[src/rtl/wdcs_pkg.sv]
// package: constants, codes and helpers for the dual chain led serializer
package wdcs_pkg;

  localparam int PIXELS_PER_CHAIN = 6;
  localparam int PIXEL_COUNT      = 2 * PIXELS_PER_CHAIN;
  localparam int ADDR_W           = $clog2(PIXEL_COUNT);
  localparam int POS_W            = $clog2(PIXELS_PER_CHAIN + 1);
  localparam int BITS_PER_PIXEL   = 24;
  localparam int BIT_W            = 5;
  localparam int CNT_W            = 16;
  localparam int CFG_W            = 16;

  typedef logic [1:0] op_t;
  localparam op_t OP_WRITE   = 2'd0;
  localparam op_t OP_REFRESH = 2'd1;
  localparam op_t OP_TICK    = 2'd2;

  typedef logic [1:0] cfg_idx_t;
  localparam cfg_idx_t CFG_SHORT_HIGH = 2'd0;
  localparam cfg_idx_t CFG_LONG_HIGH  = 2'd1;
  localparam cfg_idx_t CFG_RESET_LOW  = 2'd2;
  localparam cfg_idx_t CFG_LEDS       = 2'd3;

  typedef enum logic [1:0] {
    PH_IDLE = 2'd0,
    PH_HIGH = 2'd1,
    PH_LOW  = 2'd2,
    PH_GAP  = 2'd3
  } wave_phase_t;

  typedef enum logic [2:0] {
    ST_IDLE = 3'b001,
    ST_EXEC = 3'b010,
    ST_LOAD = 3'b100
  } ctrl_state_t;

  function automatic logic [CNT_W-1:0] at_least_one(input logic [CNT_W-1:0] v);
    at_least_one = (v == '0) ? CNT_W'(1) : v;
  endfunction

endpackage

[src/rtl/ws2812_dual_chain_serializer.sv]
// top level: dual chain led serializer with pixel store in a synchronous memory
// sequence: write, refresh without pixels, op 3 and plain ticks go from idle to
//   the exec state, which finishes and sets the registered result strobe; a step
//   that loads a new pulse length reads the pixel memory and then passes through
//   the load state; a new request is taken only once the sequencer is idle again
// reset: synchronous, active low; registers to defaults, lines low, store reads zero
// the receiver cannot stall: the done strobe is high for one cycle only
module ws2812_dual_chain_serializer (
  input  logic                        clk,
  input  logic                        rst_n,
  input  logic                        start,
  output logic                        busy,
  input  logic [1:0]                  in_op,
  input  logic [3:0]                  in_led_index,
  input  logic [7:0]                  in_red,
  input  logic [7:0]                  in_green,
  input  logic [7:0]                  in_blue,
  output logic                        done,
  output logic                        out_left_line,
  output logic                        out_right_line,
  output logic                        out_busy_res,
  output logic                        out_refresh_done,
  input  logic                        cfg_we,
  input  logic [1:0]                  cfg_index,
  input  logic [wdcs_pkg::CFG_W-1:0]  cfg_wdata
);
  import wdcs_pkg::*;

  // configuration
  logic [7:0]       short_high_r;
  logic [7:0]       long_high_r;
  logic [CNT_W-1:0] reset_low_r;
  logic [2:0]       leds_r;

  // control
  ctrl_state_t      state_r, state_nxt;
  op_t              op_r;
  logic [3:0]       idx_r;
  logic [23:0]      grb_r;

  // waveform state
  logic             chain_r, chain_nxt;
  logic [POS_W-1:0] pix_r, pix_nxt;
  logic [BIT_W-1:0] bit_r, bit_nxt;
  wave_phase_t      phase_r, phase_nxt;
  logic [CNT_W-1:0] cnt_r, cnt_nxt;
  logic             need_load;
  logic             rdone;
  logic             finish;

  // pixel memory
  logic [23:0]       mem [PIXEL_COUNT];
  logic [PIXEL_COUNT-1:0] vld_r;
  logic [23:0]       rd_data_r;
  logic              rd_vld_r;
  logic [ADDR_W-1:0] rd_addr;
  logic [ADDR_W-1:0] wr_addr;
  logic              mem_we;
  logic [23:0]       rd_word;
  logic              cur_bit;

  // result registers
  logic done_r;
  logic left_r, right_r, busy_res_r, rdone_r;

  logic [POS_W-1:0] ppr;
  logic             accept;
  logic             is_busy;
  logic [POS_W-1:0] pix_inc;
  logic [BIT_W-1:0] bit_inc;

  assign accept  = start && (state_r == ST_IDLE);
  assign busy    = (state_r != ST_IDLE);
  assign is_busy = (phase_r != PH_IDLE);
  assign ppr     = (32'(leds_r) > PIXELS_PER_CHAIN) ? POS_W'(PIXELS_PER_CHAIN)
                                                     : POS_W'(leds_r);

  assign wr_addr = ADDR_W'(idx_r - 4'd1);
  assign mem_we  = (state_r == ST_EXEC) && (op_r == OP_WRITE) && !is_busy &&
                   (idx_r != 4'd0) && (32'(idx_r) <= PIXEL_COUNT);
  assign rd_addr = chain_nxt ? (ADDR_W'(PIXELS_PER_CHAIN) + ADDR_W'(pix_nxt))
                             : ADDR_W'(pix_nxt);
  assign rd_word = rd_vld_r ? rd_data_r : 24'd0;
  assign cur_bit = rd_word[5'd23 - bit_r];

  always_ff @(posedge clk) begin
    if (!rst_n) begin
      short_high_r <= 8'd20;
      long_high_r  <= 8'd42;
      reset_low_r  <= 16'd3300;
      leds_r       <= 3'd6;
    end else if (cfg_we) begin
      unique case (cfg_index)
        CFG_SHORT_HIGH: short_high_r <= cfg_wdata[7:0];
        CFG_LONG_HIGH:  long_high_r  <= cfg_wdata[7:0];
        CFG_RESET_LOW:  reset_low_r  <= cfg_wdata[CNT_W-1:0];
        CFG_LEDS:       leds_r       <= cfg_wdata[2:0];
        default: ;
      endcase
    end
  end

  always_ff @(posedge clk) begin
    if (mem_we) begin
      mem[wr_addr] <= grb_r;
    end
    rd_data_r <= mem[rd_addr];
  end

  always_ff @(posedge clk) begin
    if (!rst_n) begin
      vld_r    <= '0;
      rd_vld_r <= 1'b0;
    end else begin
      rd_vld_r <= vld_r[rd_addr];
      if (mem_we) begin
        vld_r[wr_addr] <= 1'b1;
      end
    end
  end

  always_ff @(posedge clk) begin
    if (accept) begin
      op_r  <= in_op;
      idx_r <= in_led_index;
      grb_r <= {in_green, in_red, in_blue};
    end
  end

  assign pix_inc = pix_r + POS_W'(1);
  assign bit_inc = bit_r + BIT_W'(1);

  always_comb begin
    state_nxt = state_r;
    chain_nxt = chain_r;
    pix_nxt   = pix_r;
    bit_nxt   = bit_r;
    phase_nxt = phase_r;
    cnt_nxt   = cnt_r;
    need_load = 1'b0;
    rdone     = 1'b0;
    finish    = 1'b0;
    unique case (state_r)
      ST_IDLE: begin
        if (accept) begin
          state_nxt = ST_EXEC;
        end
      end
      ST_EXEC: begin
        if (op_r == OP_REFRESH) begin
          if (!is_busy) begin
            chain_nxt = 1'b0;
            pix_nxt   = '0;
            bit_nxt   = '0;
            if (ppr == '0) begin
              phase_nxt = PH_GAP;
              cnt_nxt   = at_least_one(reset_low_r);
            end else begin
              phase_nxt = PH_HIGH;
              need_load = 1'b1;
            end
          end
        end else if (op_r == OP_TICK) begin
          if (is_busy) begin
            if (cnt_r > CNT_W'(1)) begin
              cnt_nxt = cnt_r - CNT_W'(1);
            end else begin
              cnt_nxt = '0;
              unique case (phase_r)
                PH_HIGH: begin
                  phase_nxt = PH_LOW;
                  need_load = 1'b1;
                end
                PH_LOW: begin
                  if (32'(bit_inc) >= BITS_PER_PIXEL) begin
                    bit_nxt = '0;
                    pix_nxt = pix_inc;
                  end else begin
                    bit_nxt = bit_inc;
                  end
                  if (pix_nxt >= ppr) begin
                    phase_nxt = PH_GAP;
                    cnt_nxt   = at_least_one(reset_low_r);
                  end else begin
                    phase_nxt = PH_HIGH;
                    need_load = 1'b1;
                  end
                end
                PH_GAP: begin
                  pix_nxt = '0;
                  bit_nxt = '0;
                  if (!chain_r) begin
                    chain_nxt = 1'b1;
                    if (ppr == '0) begin
                      phase_nxt = PH_GAP;
                      cnt_nxt   = at_least_one(reset_low_r);
                    end else begin
                      phase_nxt = PH_HIGH;
                      need_load = 1'b1;
                    end
                  end else begin
                    chain_nxt = 1'b0;
                    phase_nxt = PH_IDLE;
                    rdone     = 1'b1;
                  end
                end
                default: ;
              endcase
            end
          end
        end
        if (need_load) begin
          state_nxt = ST_LOAD;
        end else begin
          state_nxt = ST_IDLE;
          finish    = 1'b1;
        end
      end
      ST_LOAD: begin
        if (phase_r == PH_HIGH) begin
          cnt_nxt = at_least_one(CNT_W'(cur_bit ? long_high_r : short_high_r));
        end else begin
          cnt_nxt = at_least_one(CNT_W'(cur_bit ? short_high_r : long_high_r));
        end
        state_nxt = ST_IDLE;
        finish    = 1'b1;
      end
      default: begin
        state_nxt = ST_IDLE;
      end
    endcase
  end

  always_ff @(posedge clk) begin
    if (!rst_n) begin
      state_r    <= ST_IDLE;
      chain_r    <= 1'b0;
      pix_r      <= '0;
      bit_r      <= '0;
      phase_r    <= PH_IDLE;
      cnt_r      <= '0;
      done_r     <= 1'b0;
      left_r     <= 1'b0;
      right_r    <= 1'b0;
      busy_res_r <= 1'b0;
      rdone_r    <= 1'b0;
    end else begin
      state_r <= state_nxt;
      chain_r <= chain_nxt;
      pix_r   <= pix_nxt;
      bit_r   <= bit_nxt;
      phase_r <= phase_nxt;
      cnt_r   <= cnt_nxt;
      done_r  <= finish;
      if (finish) begin
        left_r     <= (phase_nxt == PH_HIGH) && !chain_nxt;
        right_r    <= (phase_nxt == PH_HIGH) && chain_nxt;
        busy_res_r <= (phase_nxt != PH_IDLE);
        rdone_r    <= rdone;
      end
    end
  end

  assign done             = done_r;
  assign out_left_line    = left_r;
  assign out_right_line   = right_r;
  assign out_busy_res     = busy_res_r;
  assign out_refresh_done = rdone_r;

  // results never come in adjacent cycles
  a_done_gap: assert property (@(posedge clk) disable iff (!rst_n)
    done |=> !done)
    else $error("result strobe on two adjacent cycles");

  // only one chain drives high at a time
  a_one_line: assert property (@(posedge clk) disable iff (!rst_n)
    done |-> !(out_left_line && out_right_line))
    else $error("both data lines high");

  // end of refresh leaves the block idle with both lines low
  a_done_idle: assert property (@(posedge clk) disable iff (!rst_n)
    (done && out_refresh_done) |-> (!out_busy_res && !out_left_line && !out_right_line))
    else $error("refresh end with refresh still running");

  // a taken request always occupies the sequencer in the next cycle
  a_accept_busy: assert property (@(posedge clk) disable iff (!rst_n)
    (start && !busy) |=> busy)
    else $error("request taken but sequencer idle");

endmodule
[config.mk]
export PLATFORM = sky130hd
export DESIGN_NAME = ws2812_dual_chain_serializer
export DESIGN_NICKNAME = d
export VERILOG_FILES = /design/src/rtl/wdcs_pkg.sv /design/src/rtl/ws2812_dual_chain_serializer.sv
export SDC_FILE = /design/constraint.sdc
export NUM_CORES = 1
export LEC_CHECK = 0
export BUFFER_PORTS_ARGS = -buffer_cell sky130_fd_sc_hd__buf_4
export CAP_MARGIN = 20
export CORE_MARGIN = 5
export CORE_UTILIZATION = 50
export CTS_CLUSTER_DIAMETER = 100
export DETAILED_ROUTE_END_ITERATION = 16
export MAX_ROUTING_LAYER = met4
export PLACE_DENSITY = 0.66
export SYNTH_ARGS = -nofsm -noshare
export SYNTH_HDL_FRONTEND = slang
export SYNTH_SLANG_ARGS = --single-unit
[constraint.sdc]
create_clock -name clk -period 8.9 [get_ports clk]
set_input_delay 0.89 -clock clk [delete_from_list [all_inputs] [get_ports clk]]
set_output_delay 0.89 -clock clk [all_outputs]
set_load 0.05 [all_outputs]
# After elaboration in Yosys (flattened, before gate mapping)
# Memory sizes are Yosys's and may differ from the RTL's. A register that Yosys moved wholly into a read port is not among the register bits.
# Index checks and enable logic that the tools add are counted.
dict set report word_totals {
  register_bits 113
  ram_bits 288
  in_bits 52
  out_inout_bits 6
  wordCells 175
  memories 1
}
# memory words width read_ports rd_clocked_by_memory_dff wr line_no
set memory_table {}
lappend memory_table {mem 12 24 1 1 1 ws2812_dual_chain_serializer.sv:52} ;# logic [23:0] mem [PIXEL_COUNT];
dict set report classes {
  n_addsub 6
  magnitude_cmp 9
  eq_ne 20
  muxes 89
  n_bitwise 1
  n_reduce_logical 29
}
# op count
set op_table {}
lappend op_table {{$mux W16} 10}
lappend op_table {{$pmux W16 S2} 2}
lappend op_table {{$logic_not A16 Y1} 3}
lappend op_table {{$mux W3} 16}
lappend op_table {{$mux W8} 5}
lappend op_table {{$mux W1} 30}
lappend op_table {{$mux W5} 6}
lappend op_table {{$mux W24} 1}
lappend op_table {{$mux W2} 9}
lappend op_table {{$gt A16 B1 Y1 const B} 1}
lappend op_table {{$sub A16 B1 Y16 const B} 1}
lappend op_table {{$or A12 B12 Y12} 1}
lappend op_table {{$pmux W3 S2} 2}
lappend op_table {{$eq A2 B2 Y1 const B} 5}
lappend op_table {{$lt A4 B5 Y1 const B} 2}
lappend op_table {{$pmux W5 S2} 1}
lappend op_table {{$reduce_bool A2 Y1} 5}
lappend op_table {{$eq A2 B1 Y1 const B} 4}
lappend op_table {{$logic_and A1 B1 Y1} 8}
lappend op_table {{$reduce_and A2 Y1} 4}
lappend op_table {{$lt A5 B6 Y1 const B} 1}
lappend op_table {{$ne A2 B2 Y1 const B} 3}
lappend op_table {{$ne A3 B1 Y1 const B} 2}
lappend op_table {{$ne A3 B2 Y1 const B} 2}
lappend op_table {{28 further kinds} 30}

# Logic depth before layout (Yosys ltp)
dict set report depth {
  depth_word 19
  depth_mapped 18
  depth_no_buf 15
}

# Least setup slack after synthesis
# Ideal clock, no wire load.
dict set report synth_path {
  path_type {register to register}
  startpoint {reg bit_r[0]}
  endpoint {reg cnt_r[2]}
  setup_time_ns 0.131
  t_arrival_ns 3.517
  required_time_ns 8.769
  path_slack_ns 5.253
  stages_incl_launch_ff 18
  n_path_buf 3
  synth_period_minus_slack_ns 3.647
  path_cell_list {dfxtp_1 -> ha_1 -> and3b_1 -> o221a_1 -> or2_1 -> clkbuf_1 -> mux2_2 -> ha_1 -> a21o_1 -> a21oi_1 -> o32a_1 -> o21ai_0 -> and2_1 -> clkbuf_1 -> and3_1 -> clkbuf_1 -> a222oi_1 -> o22ai_1}
}
dict set report synth_between {
  elab_chain_len 17
  word_cells_on_any_way 27
  classes_between {add/sub: 2; order compare: 2; mux: 21; reduce/logical: 2}
}
# item line_no
set synth_rtl {}
lappend synth_rtl {{from (decl)} ws2812_dual_chain_serializer.sv:44} ;# logic [BIT_W-1:0] bit_r, bit_nxt;
lappend synth_rtl {{from (signal assigned)} ws2812_dual_chain_serializer.sv:251} ;# bit_r <= bit_nxt;
lappend synth_rtl {{$add A5 B1 Y5} ws2812_dual_chain_serializer.sv:131} ;# assign bit_inc = bit_r + BIT_W'(1);
lappend synth_rtl {{$ge A5 B5 Y1} ws2812_dual_chain_serializer.sv:175} ;# if (32'(bit_inc) >= BITS_PER_PIXEL) begin
lappend synth_rtl {{$mux W3} ws2812_dual_chain_serializer.sv:175}
lappend synth_rtl {{$mux W3} ws2812_dual_chain_serializer.sv:169} ;# unique case (phase_r)
lappend synth_rtl {{$mux W3} ws2812_dual_chain_serializer.sv:165} ;# if (cnt_r > CNT_W'(1)) begin
lappend synth_rtl {{$mux W3} ws2812_dual_chain_serializer.sv:164} ;# if (is_busy) begin
lappend synth_rtl {{$mux W3} ws2812_dual_chain_serializer.sv:163} ;# end else if (op_r == OP_TICK) begin
lappend synth_rtl {{$mux W3} ws2812_dual_chain_serializer.sv:150} ;# if (op_r == OP_REFRESH) begin
lappend synth_rtl {{$mux W3} ws2812_dual_chain_serializer.sv:143} ;# unique case (state_r)
lappend synth_rtl {{$ge A3 B3 Y1} ws2812_dual_chain_serializer.sv:181} ;# if (pix_nxt >= ppr) begin
lappend synth_rtl {{$mux W16} ws2812_dual_chain_serializer.sv:181}
lappend synth_rtl {{$pmux W16 S2} ws2812_dual_chain_serializer.sv:169}
lappend synth_rtl {{$mux W16} ws2812_dual_chain_serializer.sv:165}
lappend synth_rtl {{$mux W16} ws2812_dual_chain_serializer.sv:164}
lappend synth_rtl {{$mux W16} ws2812_dual_chain_serializer.sv:163}
lappend synth_rtl {{$mux W16} ws2812_dual_chain_serializer.sv:150}
lappend synth_rtl {{$pmux W16 S2 *} ws2812_dual_chain_serializer.sv:143}
lappend synth_rtl {{to (signal assigned)} ws2812_dual_chain_serializer.sv:253} ;# cnt_r <= cnt_nxt;
lappend synth_rtl {{to (decl)} ws2812_dual_chain_serializer.sv:46} ;# logic [CNT_W-1:0] cnt_r, cnt_nxt;
# Mark *: on every way between the ends. The rest lies on a longest branch, timed or not. The select of a mux whose other input is x is not followed.
# A chain may end at the register's enable or synchronous reset.

# Final worst setup path
dict set report layout_path {
  startpoint {reg bit_r[0]}
  endpoint {reg rd_data_r[16] (read register of mem)}
}
dict set report layout_between {
  elab_chain_len 17
}
# item line_no
set layout_rtl {}
lappend layout_rtl {{$add A5 B1 Y5 *} ws2812_dual_chain_serializer.sv:131}
lappend layout_rtl {{$ge A5 B5 Y1 *} ws2812_dual_chain_serializer.sv:175}
lappend layout_rtl {{$mux W3 *} ws2812_dual_chain_serializer.sv:175}
lappend layout_rtl {{$mux W3 *} ws2812_dual_chain_serializer.sv:169}
lappend layout_rtl {{$mux W3 *} ws2812_dual_chain_serializer.sv:165}
lappend layout_rtl {{$mux W3 *} ws2812_dual_chain_serializer.sv:164}
lappend layout_rtl {{$mux W3 *} ws2812_dual_chain_serializer.sv:163}
lappend layout_rtl {{$mux W3 *} ws2812_dual_chain_serializer.sv:150}
lappend layout_rtl {{$mux W3 *} ws2812_dual_chain_serializer.sv:143}
lappend layout_rtl {{$pmux W3 S2 *} ws2812_dual_chain_serializer.sv:169}
lappend layout_rtl {{$mux W3 *} ws2812_dual_chain_serializer.sv:165}
lappend layout_rtl {{$mux W3 *} ws2812_dual_chain_serializer.sv:164}
lappend layout_rtl {{$mux W3 *} ws2812_dual_chain_serializer.sv:163}
lappend layout_rtl {{$mux W3 *} ws2812_dual_chain_serializer.sv:150}
lappend layout_rtl {{$mux W3 *} ws2812_dual_chain_serializer.sv:143}
lappend layout_rtl {{$add A3 B3 Y4} ws2812_dual_chain_serializer.sv:81} ;# assign rd_addr = chain_nxt ? (ADDR_W'(PIXELS_PER_CHAIN) + ADDR_W'(pix_nxt))
lappend layout_rtl {{$mux W4 *} ws2812_dual_chain_serializer.sv:81}
lappend layout_rtl {{to (decl)} ws2812_dual_chain_serializer.sv:54} ;# logic [23:0] rd_data_r;
# Marks and branches as above.

==> summary.md <==
| Metric | Value |
|---|---|
| Switching part of the total | 0.205 |
| WL per Instance | ~21 um |
| Area delta synth->final | 14.1% |
| Htree depth | 2 |
| MaxCap Viol Count | 0 |
| Comb pwr share | 0.027 |
| Largest fanout on the critical path | 39 |
| Fin crit period | about 5 ns |
| Top cells by area, synth | edfxtp_1, dfxtp_1, mux4_2 |
| CP arrival | 5.28 ns |
| Largest net degree at the start of global routing | 63 |
| CTS tree | yes |
| Max-slew headroom | 0.244 |
| Die Wd | 193 um |
| Final #Nets | ~1200 |
| Sequential-to-total area share from yosys stat | 0.695 |
| Worst-Margin Slew | approximately 1.1 ns |
| Critical path launch point type | register |
| Total number of vias | 8971 |
| Mapped Area | about 17000 sq um |
| Vias in the first global route | ~9100 |
| Setup TNS | 0 ns |
| Number of diodes | 0 |
| Layout Utilization | 0.575 |
| Avg Vias per Cell | 5.62 |
| Seq pwr share | 0.536 |
| Status | complete, no violations |
| CTS Buf Count | between 40 and 50 |
| Post-cts hold buffer count | 0 |
| # DRC | 0 |
| Core area | ~33000 sq um |
| Async SR Flop Fraction | 0 |
| Leakage | roughly 6.4 nW |
| RSZ-0062 raised after global routing | false |
| Clock buffer depth | 3 |
| CP Class | register to register |
| Power density cells | approximately 210 nW/um^2 |
| Worst-Skew Late Latency | around 0.56 ns |
| Port buffer count | 57 |
| Final Cycle Share | 0.547 |
| Worst hold path type | register to register |
| Die extent in y | ~190 um |
| Max stage delay on crit path | 0.74 ns |
| VDD IR max | roughly 0.00019 V |
| Post-Syn Instances | 1050 |
| Post-CTS Setup Inserts | 0 |
| Critical Path Sink Type | register |
| EDFF count, synth | about 320 |
| CTS Root Cell | clkbuf_16 |
| Slowest library cell on the worst path | dfxtp_1 |
| CP most frequent cell | buf_4 |
| Placement Cell Area | 17700 sq um |
| IO Pins | 58 |
| Pint | 0.00326 W |
| Clk slew on worst S/H paths | 0.06 ns |
| GRT Overall Usage | 0.187 |
| Initial antenna violation count | 0 |
| Overflow after GRT | 0 |
| Cell variety after synth | 66 |
| Post-synth top cells | edfxtp_1, dfxtp_1, nor2_1 |
| Dominant synthesized flop cell | edfxtp_1 |
| Share of the synthesized area in the top cell type | 0.568 |
| WP buf/inv | 2 |
| CP top delay family | buffers and inverters |
| Final Instance Area | between 15000 and 20000 sq um |
| Clk network pwr share | 0.437 |
| Initial core utilization | 0.504 |
| Finish-stage setup viols | 0 |
| # rows | 67 |
| First DRT Iteration DRCs | about 600 |
| Fmax achieved | 206 MHz |
| Yosys top cell by area | edfxtp_1 |
| Final hold viol count | 0 |
| Net Switching | roughly 0.00084 W |
| Most numerous cell in the Yosys netlist | edfxtp_1 |
| Flops & latches, synth | 425 |
| Routability cong. | ~0.84 |
| Global-route wire length before repair | around 53000 um |
| Critical Path, Cell by Cell | ha_1 -> and3b_1 -> o221a_1 -> or2_1 -> mux2_2 -> a22oi_4 -> xor2_4 -> buf_4 -> buf_4 -> mux4_2 -> mux2i_1 -> o21ai_1 |
| Worst EP required | just over 9 ns |
| Remaining antenna violation count | 0 |
| Resize count post-CTS | 0 |
| WL final | between 30000 and 40000 um |
| Syn nets | roughly 1100 |
| Clock skew | between 0.015 and 0.02 ns |
| Detailed placement HPWL | ~19000 um |
| Final Max Slew Viols | 0 |
| Yosys warning total | 0 |
| Avg Cell Area, Syn | approximately 16 sq um |
| Drt pass-1 iters | 5 |
| Number of clock sinks | about 430 |
| Die area | 37400 sq um |
| Layout cell share with drive strength beyond 1 | 0.211 |
-- worst min-delay path, stage by stage (launching register included) --
cell	delay (ns)
dfxtp_1	0.32
nor2_1	0.04
nor2_1	0.07
-- per-stage QoR --
step	total power [W]	setup slack, ns	hold WS [ns]	cells
2_1_floorplan	0.00229	5.25	0.435	1050
3_3_place_gp	0.00235	4.03	0.444	1514
3_5_place_dp	0.00235	3.94	0.454	1514
4_1_cts	0.00414	3.92	0.470	1595
5_1_grt	0.00423	3.49	0.478	1597
6_report	0.00410	4.03	0.470	1597
-- cell type report --
cell class,count,area [sq um]
multi-input combinational,561,4910
sequential,425,11700
inverter,12,45.0
tap,448,561
clock inverter,17,206
timing repair buffer,70,558
clock buffer,64,1220
fill,2584,14200
-- power by group through the flow --
stage	Clock (W)	Combinational, W	Sequential [W]
after floorplan	0	0.0000666	0.00222
after global placement	0	0.000110	0.00224
after detailed placement	0	0.000112	0.00224
after CTS	0.00183	0.000112	0.00220
after global routing	0.00191	0.000122	0.00220
final	0.00179	0.000112	0.00220
-- flip-flops by register name, indices dropped and copies added (netlist names), 2 cells and up --
signal and count:
mem 288, grb_r 24, rd_data_r 24, cnt_r 16
reset_low_r 16, vld_r 12, long_high_r 8, short_high_r 8
bit_r 5, idx_r 4, leds_r 3, pix_r 3
state_r 3, op_r 2, phase_r 2
-- layer usage --
layer | vias to the layer above | GRT usage | routed length, um
li1 | 4179 | - | -
met5 | - | - | 0
met3 | 65 | 0.0287 | 1550
met1 | 4503 | 0.249 | 14900
met2 | 224 | 0.306 | 17100
met4 | 0 | 0.0493 | 739
-- cell families (layout without fill, tap and decap cells) --
family	Yosys count	after routing	synth area share
mux	139	139	0.144
simple gates	281	281	0.0799
fa+ha+maj	11	11	0.00819
xor+xnor	16	16	0.00878
compound gates	114	114	0.0436
buf+inv	64	163	0.0202
flops	425	425	0.695
-- layout by cell type, fill, tap and decap left out, drive strengths merged, types with 5 or more instances in the layout --
master / synthesis / final
nor4: 13 / 13
and2: 10 / 10
clkinv: 0 / 10
dfxtp: 107 / 107
nand3: 24 / 24
xnor2: 6 / 6
mux4: 82 / 82
o21a: 5 / 5
buf: 19 / 70
a22oi: 10 / 10
o21ai: 38 / 38
nor2b: 5 / 5
o22ai: 7 / 7
nor2: 92 / 92
nor3: 14 / 14
a221oi: 5 / 5
or3: 6 / 6
xor2: 10 / 10
nand2b: 8 / 8
nand3b: 5 / 5
edfxtp: 318 / 318
clkbuf: 33 / 64
a21oi: 24 / 24
nand2: 86 / 86
mux2i: 54 / 54
a31oi: 5 / 5
ha: 11 / 11
inv: 12 / 15
-- worst paths after layout --
kind              cells past startpoint            end  slack, ns      from
setup / recovery                     12  rd_data_r[16]       4.03  bit_r[0]
hold / removal                        2       vld_r[4]       0.47  vld_r[4]
hold reg to reg                       2       vld_r[4]       0.47  vld_r[4]
setup reg to reg                     12  rd_data_r[16]       4.03  bit_r[0]
(Power assumes the default switching activity.)
